**config.mk**
```make
export PLATFORM = sky130hd
export DESIGN_NAME = positional_list_engine
export DESIGN_NICKNAME = d
export VERILOG_FILES = /design/src/hdl/ple_pkg.sv /design/src/hdl/ple_cell.sv /design/src/hdl/positional_list_engine.sv
export VERILOG_INCLUDE_DIRS = /design/src /design/src/hdl
export SDC_FILE = /design/constraint.sdc
export NUM_CORES = 1
export LEC_CHECK = 0
export ABC_CLOCK_PERIOD_IN_PS = 17400
export BUFFER_PORTS_ARGS = -buffer_cell sky130_fd_sc_hd__buf_2
export CAP_MARGIN = 15
export CORE_ASPECT_RATIO = 0.8
export CORE_UTILIZATION = 35
export DETAILED_ROUTE_END_ITERATION = 7
export RECOVER_POWER = 100
export SLEW_MARGIN = 20
export SYNTH_ARGS = -nofsm -noshare
export SYNTH_HDL_FRONTEND = slang
export SYNTH_SLANG_ARGS = --single-unit
```
**constraint.sdc**
```tcl
create_clock -name aclk -period 17.4 [get_ports aclk]
set_clock_uncertainty 0.1 [all_clocks]
set_input_delay 5.22 -clock aclk [delete_from_list [all_inputs] [get_ports aclk]]
set_output_delay 5.22 -clock aclk [all_outputs]
set_load 0.01 [all_outputs]
```
**src/hdl/positional_list_engine_defines.svh**
```systemverilog
// assertion macros shared by the positional list engine rtl
`ifndef POSITIONAL_LIST_ENGINE_DEFINES_SVH
`define POSITIONAL_LIST_ENGINE_DEFINES_SVH

// same-cycle implication, checked out of reset
`define PLE_ASSERT_NOW(label, clk, rst_n, ante, cons, msg) \
    label: assert property (@(posedge clk) disable iff (!rst_n) (ante) |-> (cons)) \
        else $error(msg);

// next-cycle implication, checked out of reset
`define PLE_ASSERT_NEXT(label, clk, rst_n, ante, cons, msg) \
    label: assert property (@(posedge clk) disable iff (!rst_n) (ante) |=> (cons)) \
        else $error(msg);

`endif

```
**src/hdl/ple_pkg.sv**
```systemverilog
// shared types and codes for the positional list engine
`timescale 1ns / 1ps

package ple_pkg;

    // requested action, carried in s_tuser
    typedef enum logic [2:0] {
        ACT_INS_HEAD = 3'd0,
        ACT_INS_TAIL = 3'd1,
        ACT_INS_POS  = 3'd2,
        ACT_DEL_HEAD = 3'd3,
        ACT_DEL_TAIL = 3'd4,
        ACT_DEL_POS  = 3'd5,
        ACT_COUNT    = 3'd6,
        ACT_READ_ALL = 3'd7
    } action_t;

    // result status, carried in m_tuser
    typedef enum logic [1:0] {
        STS_OK     = 2'd0,
        STS_BADPOS = 2'd1,
        STS_EMPTY  = 2'd2,
        STS_FULL   = 2'd3
    } status_t;

    // command broadcast to every cell of the chain
    typedef enum logic [1:0] {
        CELL_HOLD = 2'd0,
        CELL_INS  = 2'd1,
        CELL_DEL  = 2'd2,
        CELL_ROT  = 2'd3
    } cell_op_t;

    // controller states
    typedef enum logic {
        ST_IDLE   = 1'b0,
        ST_STREAM = 1'b1
    } state_t;

    localparam int unsigned ValueW = 32;
    localparam int unsigned PosW   = 5;
    localparam int unsigned LenW   = 5;
    localparam int unsigned SDataW = 40;
    localparam int unsigned MDataW = 40;

endpackage

```
**src/hdl/ple_cell.sv**
```systemverilog
// one storage cell of the list chain
`timescale 1ns / 1ps

module ple_cell
    import ple_pkg::*;
#(
    parameter int unsigned IDX_W = 4
) (
    input  logic                     aclk,
    input  cell_op_t                 op,
    input  logic [IDX_W-1:0]         pos,
    input  logic [IDX_W-1:0]         last_idx,
    input  logic [IDX_W-1:0]         cell_idx,
    input  logic signed [ValueW-1:0] ins_value,
    input  logic signed [ValueW-1:0] head_value,
    input  logic signed [ValueW-1:0] left_value,
    input  logic signed [ValueW-1:0] right_value,
    output logic signed [ValueW-1:0] data_out
);

    logic signed [ValueW-1:0] data_reg;
    logic signed [ValueW-1:0] data_next;

    // pick the new content from own value, a neighbor or the broadcast
    always_comb begin
        data_next = data_reg;
        case (op)
            CELL_HOLD: data_next = data_reg;
            CELL_INS: begin
                if (cell_idx > pos) begin
                    data_next = left_value;
                end else if (cell_idx == pos) begin
                    data_next = ins_value;
                end
            end
            CELL_DEL: begin
                if (cell_idx >= pos) begin
                    data_next = right_value;
                end
            end
            CELL_ROT: begin
                // head wraps around to the last valid cell
                if (cell_idx == last_idx) begin
                    data_next = head_value;
                end else begin
                    data_next = right_value;
                end
            end
            default: data_next = data_reg;
        endcase
    end

    // payload register, no reset
    always_ff @(posedge aclk) begin
        data_reg <= data_next;
    end

    assign data_out = data_reg;

endmodule

```
**src/hdl/positional_list_engine.sv**
```systemverilog
// top level of the positional list engine: controller, output register and cell chain
`timescale 1ns / 1ps
`include "positional_list_engine_defines.svh"

// Ordered list of up to CAPACITY signed 32-bit values held in a row of cells.
// Each input beat carries an action in s_tuser; insert, delete and count give one
// result beat with m_tlast set. Insert and delete move all cells at or past the
// position by one place in the cycle the beat is taken. Read-all takes the beat,
// then reads one entry per cycle, unless the output register stalls, at the head
// cell while the chain rotates by one, so the list is back in order when done; an
// empty list gives a single beat with status empty. A new beat is taken only in
// idle and while the output register is free or being emptied. After reset the
// list is empty and ready at once.
module positional_list_engine
    import ple_pkg::*;
#(
    parameter int unsigned CAPACITY = 16
) (
    input  logic              aclk,
    input  logic              aresetn,
    // slave side
    input  logic              s_tvalid,
    output logic              s_tready,
    input  logic [SDataW-1:0] s_tdata,   // value[31:0], position[36:32], zero pad
    input  logic [2:0]        s_tuser,   // action[2:0]
    // master side
    output logic              m_tvalid,
    input  logic              m_tready,
    output logic [MDataW-1:0] m_tdata,   // list_length[4:0], entry_value[36:5], zero pad
    output logic [1:0]        m_tuser,   // status[1:0]
    output logic              m_tlast
);

    localparam int unsigned IDX_W = (CAPACITY > 1) ? $clog2(CAPACITY) : 1;
    localparam int unsigned CNT_W = $clog2(CAPACITY + 1);
    localparam int unsigned CMP_W = (CNT_W > PosW) ? CNT_W : PosW;

    // control state
    state_t            state_reg, state_next;
    logic [CNT_W-1:0]  cnt_reg, cnt_next;
    logic [IDX_W-1:0]  rd_idx_reg, rd_idx_next;
    logic              m_valid_reg, m_valid_next;

    // output payload
    status_t                  sts_reg, sts_next;
    logic [LenW-1:0]          len_reg, len_next;
    logic signed [ValueW-1:0] entry_reg, entry_next;
    logic                     last_reg, last_next;

    // decoded input beat
    action_t                  act;
    logic signed [ValueW-1:0] in_value;
    logic [PosW-1:0]          in_pos;
    logic                     acc_in;
    logic                     out_free;
    logic                     full;
    logic                     empty;
    logic [CMP_W-1:0]         pos_ext;
    logic [CMP_W-1:0]         cnt_ext;
    logic [CMP_W-1:0]         tgt_pos;
    status_t                  op_sts;
    logic                     is_ins;
    logic                     is_del;
    logic                     emit_stream;
    logic                     stream_last;

    // chain wiring
    cell_op_t                 cell_op;
    logic [IDX_W-1:0]         cell_pos;
    logic [IDX_W-1:0]         last_idx;
    logic signed [ValueW-1:0] cell_q [CAPACITY];

    assign act      = action_t'(s_tuser);
    assign in_value = s_tdata[ValueW-1:0];
    assign in_pos   = s_tdata[ValueW +: PosW];

    assign out_free = !m_valid_reg || m_tready;
    assign s_tready = (state_reg == ST_IDLE) && out_free;
    assign acc_in   = s_tvalid && s_tready;

    assign full     = (cnt_reg == CNT_W'(CAPACITY));
    assign empty    = (cnt_reg == '0);
    assign pos_ext  = CMP_W'(in_pos);
    assign cnt_ext  = CMP_W'(cnt_reg);
    assign last_idx = IDX_W'(cnt_reg - CNT_W'(1));

    assign emit_stream = (state_reg == ST_STREAM) && out_free;
    assign stream_last = (rd_idx_reg == last_idx);

    // target position and status of the requested action
    always_comb begin
        tgt_pos = '0;
        op_sts  = STS_OK;
        is_ins  = 1'b0;
        is_del  = 1'b0;
        unique case (act)
            ACT_INS_HEAD: begin
                is_ins  = 1'b1;
                tgt_pos = '0;
            end
            ACT_INS_TAIL: begin
                is_ins  = 1'b1;
                tgt_pos = cnt_ext;
            end
            ACT_INS_POS: begin
                is_ins  = 1'b1;
                tgt_pos = pos_ext;
            end
            ACT_DEL_HEAD: begin
                is_del  = 1'b1;
                tgt_pos = '0;
            end
            ACT_DEL_TAIL: begin
                is_del  = 1'b1;
                tgt_pos = cnt_ext - CMP_W'(1);
            end
            ACT_DEL_POS: begin
                is_del  = 1'b1;
                tgt_pos = pos_ext;
            end
            ACT_COUNT: begin
                op_sts = STS_OK;
            end
            ACT_READ_ALL: begin
                op_sts = empty ? STS_EMPTY : STS_OK;
            end
        endcase
        if (is_ins) begin
            if (full) begin
                op_sts = STS_FULL;
            end else if (tgt_pos > cnt_ext) begin
                op_sts = STS_BADPOS;
            end
        end
        if (is_del) begin
            if (empty) begin
                op_sts = STS_EMPTY;
            end else if (tgt_pos >= cnt_ext) begin
                op_sts = STS_BADPOS;
            end
        end
    end

    assign cell_pos = IDX_W'(tgt_pos);

    // chain command, count update, output beat and state sequencing
    always_comb begin
        state_next   = state_reg;
        cnt_next     = cnt_reg;
        rd_idx_next  = rd_idx_reg;
        m_valid_next = m_valid_reg;
        sts_next     = sts_reg;
        len_next     = len_reg;
        entry_next   = entry_reg;
        last_next    = last_reg;
        cell_op      = CELL_HOLD;

        if (m_tready) begin
            m_valid_next = 1'b0;
        end

        unique case (state_reg)
            ST_IDLE: begin
                if (acc_in) begin
                    if (is_ins && op_sts == STS_OK) begin
                        cell_op  = CELL_INS;
                        cnt_next = cnt_reg + CNT_W'(1);
                    end else if (is_del && op_sts == STS_OK) begin
                        cell_op  = CELL_DEL;
                        cnt_next = cnt_reg - CNT_W'(1);
                    end
                    if (act == ACT_READ_ALL && !empty) begin
                        state_next  = ST_STREAM;
                        rd_idx_next = '0;
                    end else begin
                        m_valid_next = 1'b1;
                        sts_next     = op_sts;
                        len_next     = LenW'(cnt_next);
                        entry_next   = '0;
                        last_next    = 1'b1;
                    end
                end
            end
            ST_STREAM: begin
                if (emit_stream) begin
                    cell_op      = CELL_ROT;
                    m_valid_next = 1'b1;
                    sts_next     = STS_OK;
                    len_next     = LenW'(cnt_reg);
                    entry_next   = cell_q[0];
                    last_next    = stream_last;
                    rd_idx_next  = rd_idx_reg + IDX_W'(1);
                    if (stream_last) begin
                        state_next = ST_IDLE;
                    end
                end
            end
        endcase
    end

    // control registers
    always_ff @(posedge aclk) begin
        if (!aresetn) begin
            state_reg   <= ST_IDLE;
            cnt_reg     <= '0;
            rd_idx_reg  <= '0;
            m_valid_reg <= 1'b0;
        end else begin
            state_reg   <= state_next;
            cnt_reg     <= cnt_next;
            rd_idx_reg  <= rd_idx_next;
            m_valid_reg <= m_valid_next;
        end
    end

    // output payload registers
    always_ff @(posedge aclk) begin
        sts_reg   <= sts_next;
        len_reg   <= len_next;
        entry_reg <= entry_next;
        last_reg  <= last_next;
    end

    assign m_tvalid = m_valid_reg;
    assign m_tdata  = {(MDataW - ValueW - LenW)'(0), entry_reg, len_reg};
    assign m_tuser  = sts_reg;
    assign m_tlast  = last_reg;

    // row of cells, each talking to its two neighbors
    for (genvar i = 0; i < CAPACITY; i++) begin : g_cell
        logic signed [ValueW-1:0] left_v;
        logic signed [ValueW-1:0] right_v;

        if (i == 0) begin : g_first
            assign left_v = in_value;
        end else begin : g_mid_l
            assign left_v = cell_q[i-1];
        end

        if (i == CAPACITY - 1) begin : g_last
            assign right_v = cell_q[i];
        end else begin : g_mid_r
            assign right_v = cell_q[i+1];
        end

        ple_cell #(
            .IDX_W (IDX_W)
        ) u_cell (
            .aclk        (aclk),
            .op          (cell_op),
            .pos         (cell_pos),
            .last_idx    (last_idx),
            .cell_idx    (IDX_W'(i)),
            .ins_value   (in_value),
            .head_value  (cell_q[0]),
            .left_value  (left_v),
            .right_value (right_v),
            .data_out    (cell_q[i])
        );
    end

    // checks on count bookkeeping and read-out sequencing
    `PLE_ASSERT_NOW(a_cnt_bound, aclk, aresetn, 1'b1, cnt_reg <= CNT_W'(CAPACITY), "count above capacity")
    `PLE_ASSERT_NEXT(a_ins_grows, aclk, aresetn, acc_in && is_ins && op_sts == STS_OK, cnt_reg == $past(cnt_reg) + CNT_W'(1), "insert did not grow list")
    `PLE_ASSERT_NOW(a_rd_idx_range, aclk, aresetn, state_reg == ST_STREAM, CNT_W'(rd_idx_reg) < cnt_reg, "read-out index past count")
    `PLE_ASSERT_NEXT(a_stream_end, aclk, aresetn, emit_stream && stream_last, state_reg == ST_IDLE && m_tvalid && m_tlast, "read-out did not end on last entry")

endmodule

```
## Yosys cells after proc, flatten, opt, wreduce, memory -nomap -nowiden

Cells that the tools add are included.

- Register bits: 563
- Word-level logic and storage cells: 306
- Output and inout port bits: 45

- Order comparisons: 33
- Reduce and logical (&&, ||, !) cells: 38
- $add $sub $neg: 3
- Muxes and demuxes: 127
- Equality and inequality tests: 78
- Bitwise gates (word level): 3

Operators with widths:

| kind | number |
|---|---|
| $mux 32 | 66 |
| $pmux 32 s3 | 15 |
| $pmux 32 s2 | 2 |
| $eq 4x4->1 const A | 16 |
| $reduce_and 3->1 | 17 |
| $ne 3x1->1 const B | 16 |
| $ne 2x1->1 const B | 18 |
| $eq 3x4->1 const A | 8 |
| $gt 4x4->1 const A | 8 |
| $mux 2 | 15 |
| $ge 4x4->1 const A | 7 |
| $mux 5 | 5 |
| $eq 2x4->1 const A | 4 |
| $ge 3x4->1 const A | 4 |
| $gt 3x4->1 const A | 4 |
| $pmux 5 s3 | 1 |
| $mux 1 | 13 |
| $mux 4 | 3 |
| $pmux 5 s2 | 1 |
| $eq 3x3->1 const B | 3 |
| $eq 1x4->1 const A | 2 |
| $ge 1x4->1 const A | 2 |
| $ge 2x4->1 const A | 2 |
| $gt 1x4->1 const A | 2 |
| other kinds (28) | 48 |

## Depth between registers and ports, before layout

Gate-level depths: netlist of the first run.

- Word-level depth: 20
- Mapped depth: 21

## Modules after synthesis

From an unflattened synthesis of the first run, not the netlist that was laid out.

- Cell total of the unflattened synthesis: 3,425
- Area, all modules: 39,527.9 um^2

Modules (own cells, without submodules):

| module | instances | area each (um^2) | cells an instance |
|---|---|---|---|
| ple_cell | 16 | 2,294.7 | 197 |
| positional_list_engine | 1 | 2,812.7 | 273 |

## Least setup slack after synthesis of the first run

No wires, ideal clock.

- Path type: in2reg
- Start point: in s_tuser[1]
- End point: reg g_cell[12].u_cell.data_reg[0], enable pin
- Setup time: 466 ps
- Path buffers: 7
- Arrival time: 10,893 ps
- Path slack: 5,941 ps
- Stages: 17
- Cells stage by stage: clkbuf_1 > buf_2 > and4b_1 > nor3_1 > and2_1 > buf_4 > buf_6 > clkbuf_1 > inv_1 > ha_1 > nand4_1 > o221ai_1 > a2111oi_4 > buf_2 > a21oi_2 > clkbuf_1 > o21ai_0

- Word-level cells in the longest chain between the ends: 19
- Elaborated cells between the ends (all ways): 39

RTL lines:

| what | line | RTL |
|---|---|---|
| start: declaration | positional_list_engine.sv:25 | `input logic [2:0] s_tuser,` |
| $eq 3x3->1 or $eq 3x2->1 (tied branches) | positional_list_engine.sv:96 | `unique case (act)` |
| $reduce_or 2->1 (no source line) | n/a |  |
| $pmux 5 s3 | positional_list_engine.sv:96 |  |
| $gt 5x5->1 | positional_list_engine.sv:131 | `end else if (tgt_pos > cnt_ext) begin` |
| $mux 2 | positional_list_engine.sv:131 |  |
| $mux 2 | positional_list_engine.sv:129 | `if (full) begin` |
| $mux 2 | positional_list_engine.sv:128 | `if (is_ins) begin` |
| $mux 2 | positional_list_engine.sv:138 | `end else if (tgt_pos >= cnt_ext) begin` |
| [3 not listed] | n/a |  |
| $logic_and 1x1->1 | positional_list_engine.sv:168 | `end else if (is_del && op_sts == STS_OK) begin` |
| $mux 2 | positional_list_engine.sv:168 |  |
| $mux 2 | positional_list_engine.sv:165 | `if (is_ins && op_sts == STS_OK) begin` |
| $mux 2 | positional_list_engine.sv:164 | `if (acc_in) begin` |
| $pmux 2 s2 | positional_list_engine.sv:162 | `unique case (state_reg)` |
| $eq 2x1->1, or another cell as far along | ple_cell.sv:27 | `case (op)` |
| $ne 3x1->1 (no source line), or another cell as far along | n/a |  |
| $reduce_and 3->1 (no source line) (*) | n/a |  |
| end signal: assignment | ple_cell.sv:55 | `data_reg <= data_next;` |
| end: declaration | ple_cell.sv:21 | `logic signed [ValueW-1:0] data_reg;` |

Every way passes the cells marked *; elsewhere a longest branch is shown, timed or not.
A chain may end at the register's enable or synchronous reset.

## Worst setup path in the final report of the first run

- Start point: in s_tuser[0]
- End point: reg g_cell[7].u_cell.data_reg[21], data pin

- Word-level cells in the longest chain between the ends: 18
- Elaborated cells between the ends (all ways): 35

RTL lines:

| what | line | RTL |
|---|---|---|
| $eq 3x3->1 or $eq 3x2->1 (tied branches) | positional_list_engine.sv:96 |  |
| $reduce_or 2->1 (no source line) | n/a |  |
| $pmux 5 s3 | positional_list_engine.sv:96 |  |
| $gt 5x5->1 | positional_list_engine.sv:131 |  |
| $mux 2 | positional_list_engine.sv:131 |  |
| $mux 2 | positional_list_engine.sv:129 |  |
| $mux 2 | positional_list_engine.sv:128 |  |
| $mux 2 | positional_list_engine.sv:138 |  |
| [3 not listed] | n/a |  |
| $logic_and 1x1->1 | positional_list_engine.sv:168 |  |
| $mux 2 | positional_list_engine.sv:168 |  |
| $mux 2 | positional_list_engine.sv:165 |  |
| $mux 2 | positional_list_engine.sv:164 |  |
| $pmux 2 s2 | positional_list_engine.sv:162 |  |
| $eq 2x2->1 or $eq 2x1->1 (tied branches) | ple_cell.sv:27 |  |
| $pmux 32 s3 (*) | ple_cell.sv:27 |  |
| via g_cell[7].u_cell.data_next[21] | ple_cell.sv:22 | `logic signed [ValueW-1:0] data_next;` |
| end signal: assignment | ple_cell.sv:55 |  |
| end: declaration | ple_cell.sv:21 |  |

Mark *: on every way through the listed nets, which the timed path passes. The rest lies on a longest branch.

==> results of run 1 <==
cell usage in the layout, fill, tap and decap left out, drive strengths merged, types with 32 or more instances in the layout:
| cell | count |
|---|---|
| edfxtp | 552 |
| o21ai | 478 |
| mux2i | 419 |
| nand2 | 213 |
| a32oi | 193 |
| a22oi | 162 |
| clkbuf | 123 |
| buf | 94 |
| o221ai | 66 |
| nor2 | 58 |
| inv | 53 |
| and2 | 37 |
| o2bb2ai | 34 |
| a221o | 32 |
| nor4 | 32 |
| a311oi | 32 |
| clkinv | 32 |
through the flow:
stage / setup slack [ns] / total power (uW) / cells / area (um^2)
2_1_floorplan: 5.94 / 3290 / 2895 / 32300
3_3_place_gp: 6.24 / 3940 / 3894 / 33500
3_5_place_dp: 6.24 / 3980 / 3894 / 33500
4_1_cts: 6.23 / 5290 / 4007 / 35400
5_1_grt: 3.11 / 5520 / 4007 / 35200
6_report: 2.94 / 5340 / 4007 / 35200
power by group:
part / internal [uW] / switching, uW / leakage [uW]
clock network: 728 / 589 / 0.000940
logic: 504 / 1300 / 0.00539
registers: 2020 / 197 / 0.00520
cell type report:
class                      instances  area (um^2)  share of cell area
timing repair buffer             145          817              0.0232
sequential                       563        16800               0.477
multi-input combinational       1922        14000               0.397
tap                             1212         1520              0.0431
clock inverter                    41          350             0.00995
clock buffer                      72         1570              0.0445
inverter                          52          195             0.00554
kinds of logic (layout without fill, tap and decap cells):
kind of cell | Yosys count | count (layout)
flip-flops | 563 | 563
AO/OA/AOI/OAI | 1069 | 1069
XOR/XNOR | 9 | 9
other | 1 | 3
buffers and inverters | 410 | 310
AND/OR/NAND/NOR | 410 | 410
multiplexers | 419 | 419
adder cells (fa/ha/maj) | 12 | 12
layer usage:
layer | GRT usage | share of wire
met1 | 0.363 | 0.42
met3 | 0.0703 | 0.13
met2 | 0.360 | 0.41
met5 | 0 | 0.000099
met4 | 0.0835 | 0.037
worst max-delay path, delay by kind of cell:
kind            cells  cell delay, ns
buf+inv             4            4.29
simple gates        3            3.07
compound gates      6            1.74
fa+ha+maj           1            0.45
worst paths after layout:
| path | startpoint | endpoint | slack, ns | cells after the start |
|---|---|---|---|---|
| worst min register to register | rd_idx_reg[1] | rd_idx_reg[1] | 0.44 | 2 |
| worst max-delay path | s_tuser[0] | g_cell[7].u_cell.data_out[21] | 2.94 | 14 |
| worst max register to register | cnt_ext[1] | g_cell[7].u_cell.data_out[21] | 6.69 | 15 |
| worst min-delay path | rd_idx_reg[1] | rd_idx_reg[1] | 0.44 | 2 |
cell usage after synthesis, types with 3 or more instances:
| cell | instances |
|---|---|
| edfxtp_1 | 552 |
| o21ai_0 | 422 |
| mux2i_1 | 419 |
| clkbuf_1 | 253 |
| nand2_1 | 213 |
| a32oi_1 | 193 |
| a22oi_1 | 162 |
| o221ai_1 | 66 |
| buf_2 | 59 |
| nor2_1 | 57 |
| o21ai_1 | 55 |
| inv_1 | 51 |
| and2_1 | 37 |
| o2bb2ai_1 | 33 |
| a221o_1 | 32 |
| a311oi_1 | 32 |
| nor4_1 | 32 |
| buf_4 | 25 |
| a21oi_1 | 24 |
| buf_6 | 13 |
| or2_2 | 13 |
| ha_1 | 12 |
| dfxtp_1 | 11 |
| a21o_1 | 10 |
| and3_1 | 9 |
| nand3_1 | 9 |
| buf_1 | 8 |
| xnor2_1 | 7 |
| nand4_1 | 6 |
| nor2b_1 | 6 |
| o22ai_1 | 6 |
| a32o_1 | 4 |
| nand2b_1 | 4 |
| nor3_1 | 4 |
| o21a_1 | 4 |
| a31oi_1 | 3 |
| nor4bb_1 | 3 |
| or3b_2 | 3 |
==> out/metrics.cfg, run 1 <==
[run_status]
status=complete, but fails checks
failed_checks=max-capacitance violations, max-slew violations

[drt]
ant_nets=0
drtPass1Iterations=5
wirelength_um=122000
via_per_inst=6.59
wl_per_cell_um=30.4
drtIter0Drc=3896
drc=0
route.vias.total=26400

[grt]
grt_first_pass_wirelength_um=174000
grt_max_degree=246
grt_overflow_total=0
grt_pass1_vias=24800
antenna_found_initial=4
grt_use_total=0.252

[cts]
cts_tree=done
clkTransAtPathRegs_ns=0.07
root_buffer=clkbuf_16
numClockSinks=563
insertion_delay_ns=0.66
ctsHtreeMaxLevel=2
cts-hold-fix-buffers=0
clock_path_buffers=3
post_cts_buffers=0
cts_resized=0
cts_made_buffers=60

[setup_path]
cp_common_cell=clkbuf_1
startpoint_type=input pin
critical-path-max-stage-delay_ns=2.78
critPathMaxFanout=44
worstPathArrival_ns=14.82
cp_cell_sequence=clkbuf_1, nor3b_1, o211ai_1, and3_2, clkbuf_1, inv_1, ha_1, a21oi_1, o221ai_1, a2111oi_0, clkbuf_1, or2_0, a32oi_1, o21ai_0
crit_type=input pin to flop
end_kind=flop
slowest_stage=clkbuf_1
cp.required_ns=17.77

[timing]
slew_viol_final=676
rsz0062_at_grt=false
relSlewSlack=-1.71
hold_violations=0
tightest_slew_ns=4.07
tns_ns=0
finalSetupViolCount=0
fin_hold_ws_ns=0.440
post-route-period-util=0.831
period_needed_ns=14.46
fmax_mhz=69.2

[yosys]
synthSimpleGateAreaFrac=0.0599
synth_mux_area_frac=0.130
synth_area_leader_cell=edfxtp_1
ys_seq_area_frac=0.520
ys_top_cells_by_area=edfxtp_1, mux2i_1, o21ai_0
synth_top_family_by_area=compound AO/OA/AOI/OAI gates
synth_compound_area_frac=0.227
ys_ff_latch=563
synth_warnings=0
yosys.area_share.adder=0.00465
synthDominantCellAreaShare=0.514
netlist_area_mm2=0.0323
async_reset_ff_frac=0
synth_flop_cell=edfxtp_1
yosys.area_share.xor_xnor=0.00244
syn_inst=2893
synth_cell_types=71
syn_avg_cell_area_um2=11.2
synth-edff-count=552

[pwr]
pwr_density_cell_mw_per_mm2=152
p_leak_uw=0.0115
vdd_ir_drop_max_v=0.000105

[floorplan]
fp.dieH_um=274
coreArea_mm2=0.0913
die-area_mm2=0.0934
ios=92
num_rows=99
initial_core_util=0.354
die_w_um=342

[flow_run]
max-cap-violations=20

[cells_and_area]
fillCellCount=8833
diodes=0
post-route-util=0.386
areaGrowthSynthToFinish_pct=9.09
nets=2803
largest_register_ffs=512
drive_gt1_frac=0.0844

[placement]
io_buffers=85
hpwl_um=61500
finalWeightedCongestion=0.832

[hold_path]
hold_path_class=flop to flop

(Power assumes the default switching activity.)
==> run 2, diff against run 1 <==
Settings changed: ABC_CLOCK_PERIOD_IN_PS 17400 to 14700.
Clock period 17.4 ns to 14.7 ns, I/O delays scaled along.
==> run 2 against run 1 <==
Effect of this change:
- the flow still finishes with violations (max-capacitance violations, max-slew violations)
- first-iteration DRC count up 5.3%
- critical path depth is 1 lower
- die area is the same
- combinational power up 19%
- non-clock buffer count grew 5
- cell area increased by 0.30%
- largest power group unchanged
==> out/metrics.cfg, run 2 (same netlist as run 1, synthesis figures left out) <==
[drt]
drtIter0Drc=4103
route.vias.total=26500
via_per_inst=6.62
ant_nets=0
drc=0
wirelength_um=122000
drtPass1Iterations=6
wl_per_cell_um=30.5

[setup_path]
regToRegEndpoint=g_cell[10].u_cell.data_out[17]
rr_startpoint=state_reg
critPathMaxFanout=30
startpoint_type=input pin
cp_common_cell=clkbuf_1
crit_family=simple AND/OR/NAND/NOR gates
crit_cells=13
crit_type=input pin to flop
cp.required_ns=14.85
reg2reg_depth=9
critical-path-max-stage-delay_ns=2.23
crit_start=s_tuser[1]
r2r_setup_slack_ns=4.67
path_buf_inv=4
worstPathArrival_ns=11.99
end_kind=flop
cp_cell_sequence=clkbuf_1, and4b_1, nor3_1, and2_0, inv_1, ha_1, nand4_1, or2_2, a211oi_1, a21oi_4, buf_4, o21ai_4, clkbuf_1
crit_end=g_cell[6].u_cell.data_out[15]
slowest_stage=and2_0

[floorplan]
die_w_um=342
fp.dieH_um=274
coreArea_mm2=0.0913
die-area_mm2=0.0934
num_rows=99
ios=92
initial_core_util=0.354

[cts]
root_buffer=clkbuf_16
post_cts_buffers=0
cts_resized=0
clkTransAtPathRegs_ns=0.06
numClockSinks=563
ctsHtreeMaxLevel=2
insertion_delay_ns=0.68
clock_path_buffers=3
cts_made_buffers=61
cts_tree=done
cts-hold-fix-buffers=0

[cells_and_area]
final_cell_mix=edfxtp_1, o21ai_0, mux2i_1
nets=2809
stdcell_count=4008
post-route-util=0.387
largest_register_ffs=512
final_common_cell=edfxtp_1
drive_gt1_frac=0.0891
areaGrowthSynthToFinish_pct=9.41

[placement]
io_buffers=85
numPlacedInstances=3895
hpwl_um=61800
finalWeightedCongestion=0.834

[timing]
period_needed_ns=11.84
finalSetupViolCount=0
fmax_mhz=84.4
relSlewSlack=-1.69
hold_violations=0
slew_viol_final=409
tns_ns=0
tightest_slew_ns=4.03
rsz0062_at_grt=false
post-route-period-util=0.806

[pwr]
p_total_uw=6360
pwr_density_cell_mw_per_mm2=180
vdd_ir_drop_max_v=0.000205
p_leak_uw=0.0116

[grt]
antenna_found_initial=4
grt_first_pass_wirelength_um=175000
grt_max_degree=216
grt_pass1_vias=24900
grt_use_total=0.253
grt_overflow_total=0

[run_status]
failed_checks=max-capacitance violations, max-slew violations
status=complete, but fails checks

[hold_path]
hold_path_class=flop to flop

[flow_run]
max-cap-violations=11

## run 2: layout make-up
type                            instances  area (um^2)
Sequential cell                       563        16800
Inverter                               52          195
Multi-Input combinational cell       1922        14000
Tap cell                             1212         1520
Clock buffer                           70         1560
Fill cell                            8840        56000
Timing Repair Buffer                  150          890
Antenna cell                            1         2.50
Clock inverter                         38          379
## run 2: through the flow
step / hold slack [ns] / setup WS [ns] / cell area, um^2
5_1_grt: 0.458 / 2.54 / 35300
2_1_floorplan: 0.390 / 4.05 / 32300
3_3_place_gp: 0.411 / 4.68 / 33400
3_5_place_dp: 0.418 / 4.60 / 33500
6_report: 0.429 / 2.86 / 35300
4_1_cts: 0.427 / 5.12 / 35400
## run 2: how the worst min path moves through the flow
stage	startpoint	to	depth (start not counted)	slack, ns
final	rd_idx_reg[1]	rd_idx_reg[1]	2	0.43
after CTS	rd_idx_reg[1]	rd_idx_reg[1]	2	0.43
after global routing	g_cell[1].u_cell.data_out[10]	g_cell[0].u_cell.data_out[10]	2	0.46
after floorplan	rd_idx_reg[1]	rd_idx_reg[1]	2	0.39
after global placement	rd_idx_reg[1]	rd_idx_reg[1]	2	0.41
after detailed placement	rd_idx_reg[1]	rd_idx_reg[1]	2	0.42
## run 2: worst min-delay path: stages, from the launching register on
cell and delay (ns):
dfxtp_1 0.35, nand3_1 0.08, a21oi_1 0.06
## run 2: where the power goes
| group | switching, uW | leakage (uW) | internal (uW) |
|---|---|---|---|
| registers | 235 | 0.00520 | 2390 |
| logic | 1560 | 0.00544 | 605 |
| clock network | 713 | 0.000926 | 865 |
| total | 2510 | 0.0116 | 3860 |
## run 2: routing by layer
layer / global-route usage / up-vias / routed length (um)
met1: 0.365 / 13100 / 51000
li1: - / 11200 / -
met2: 0.361 / 1928 / 50600
met3: 0.0693 / 297 / 16700
met4: 0.0880 / 2 / 4060
met5: 0 / - / 13
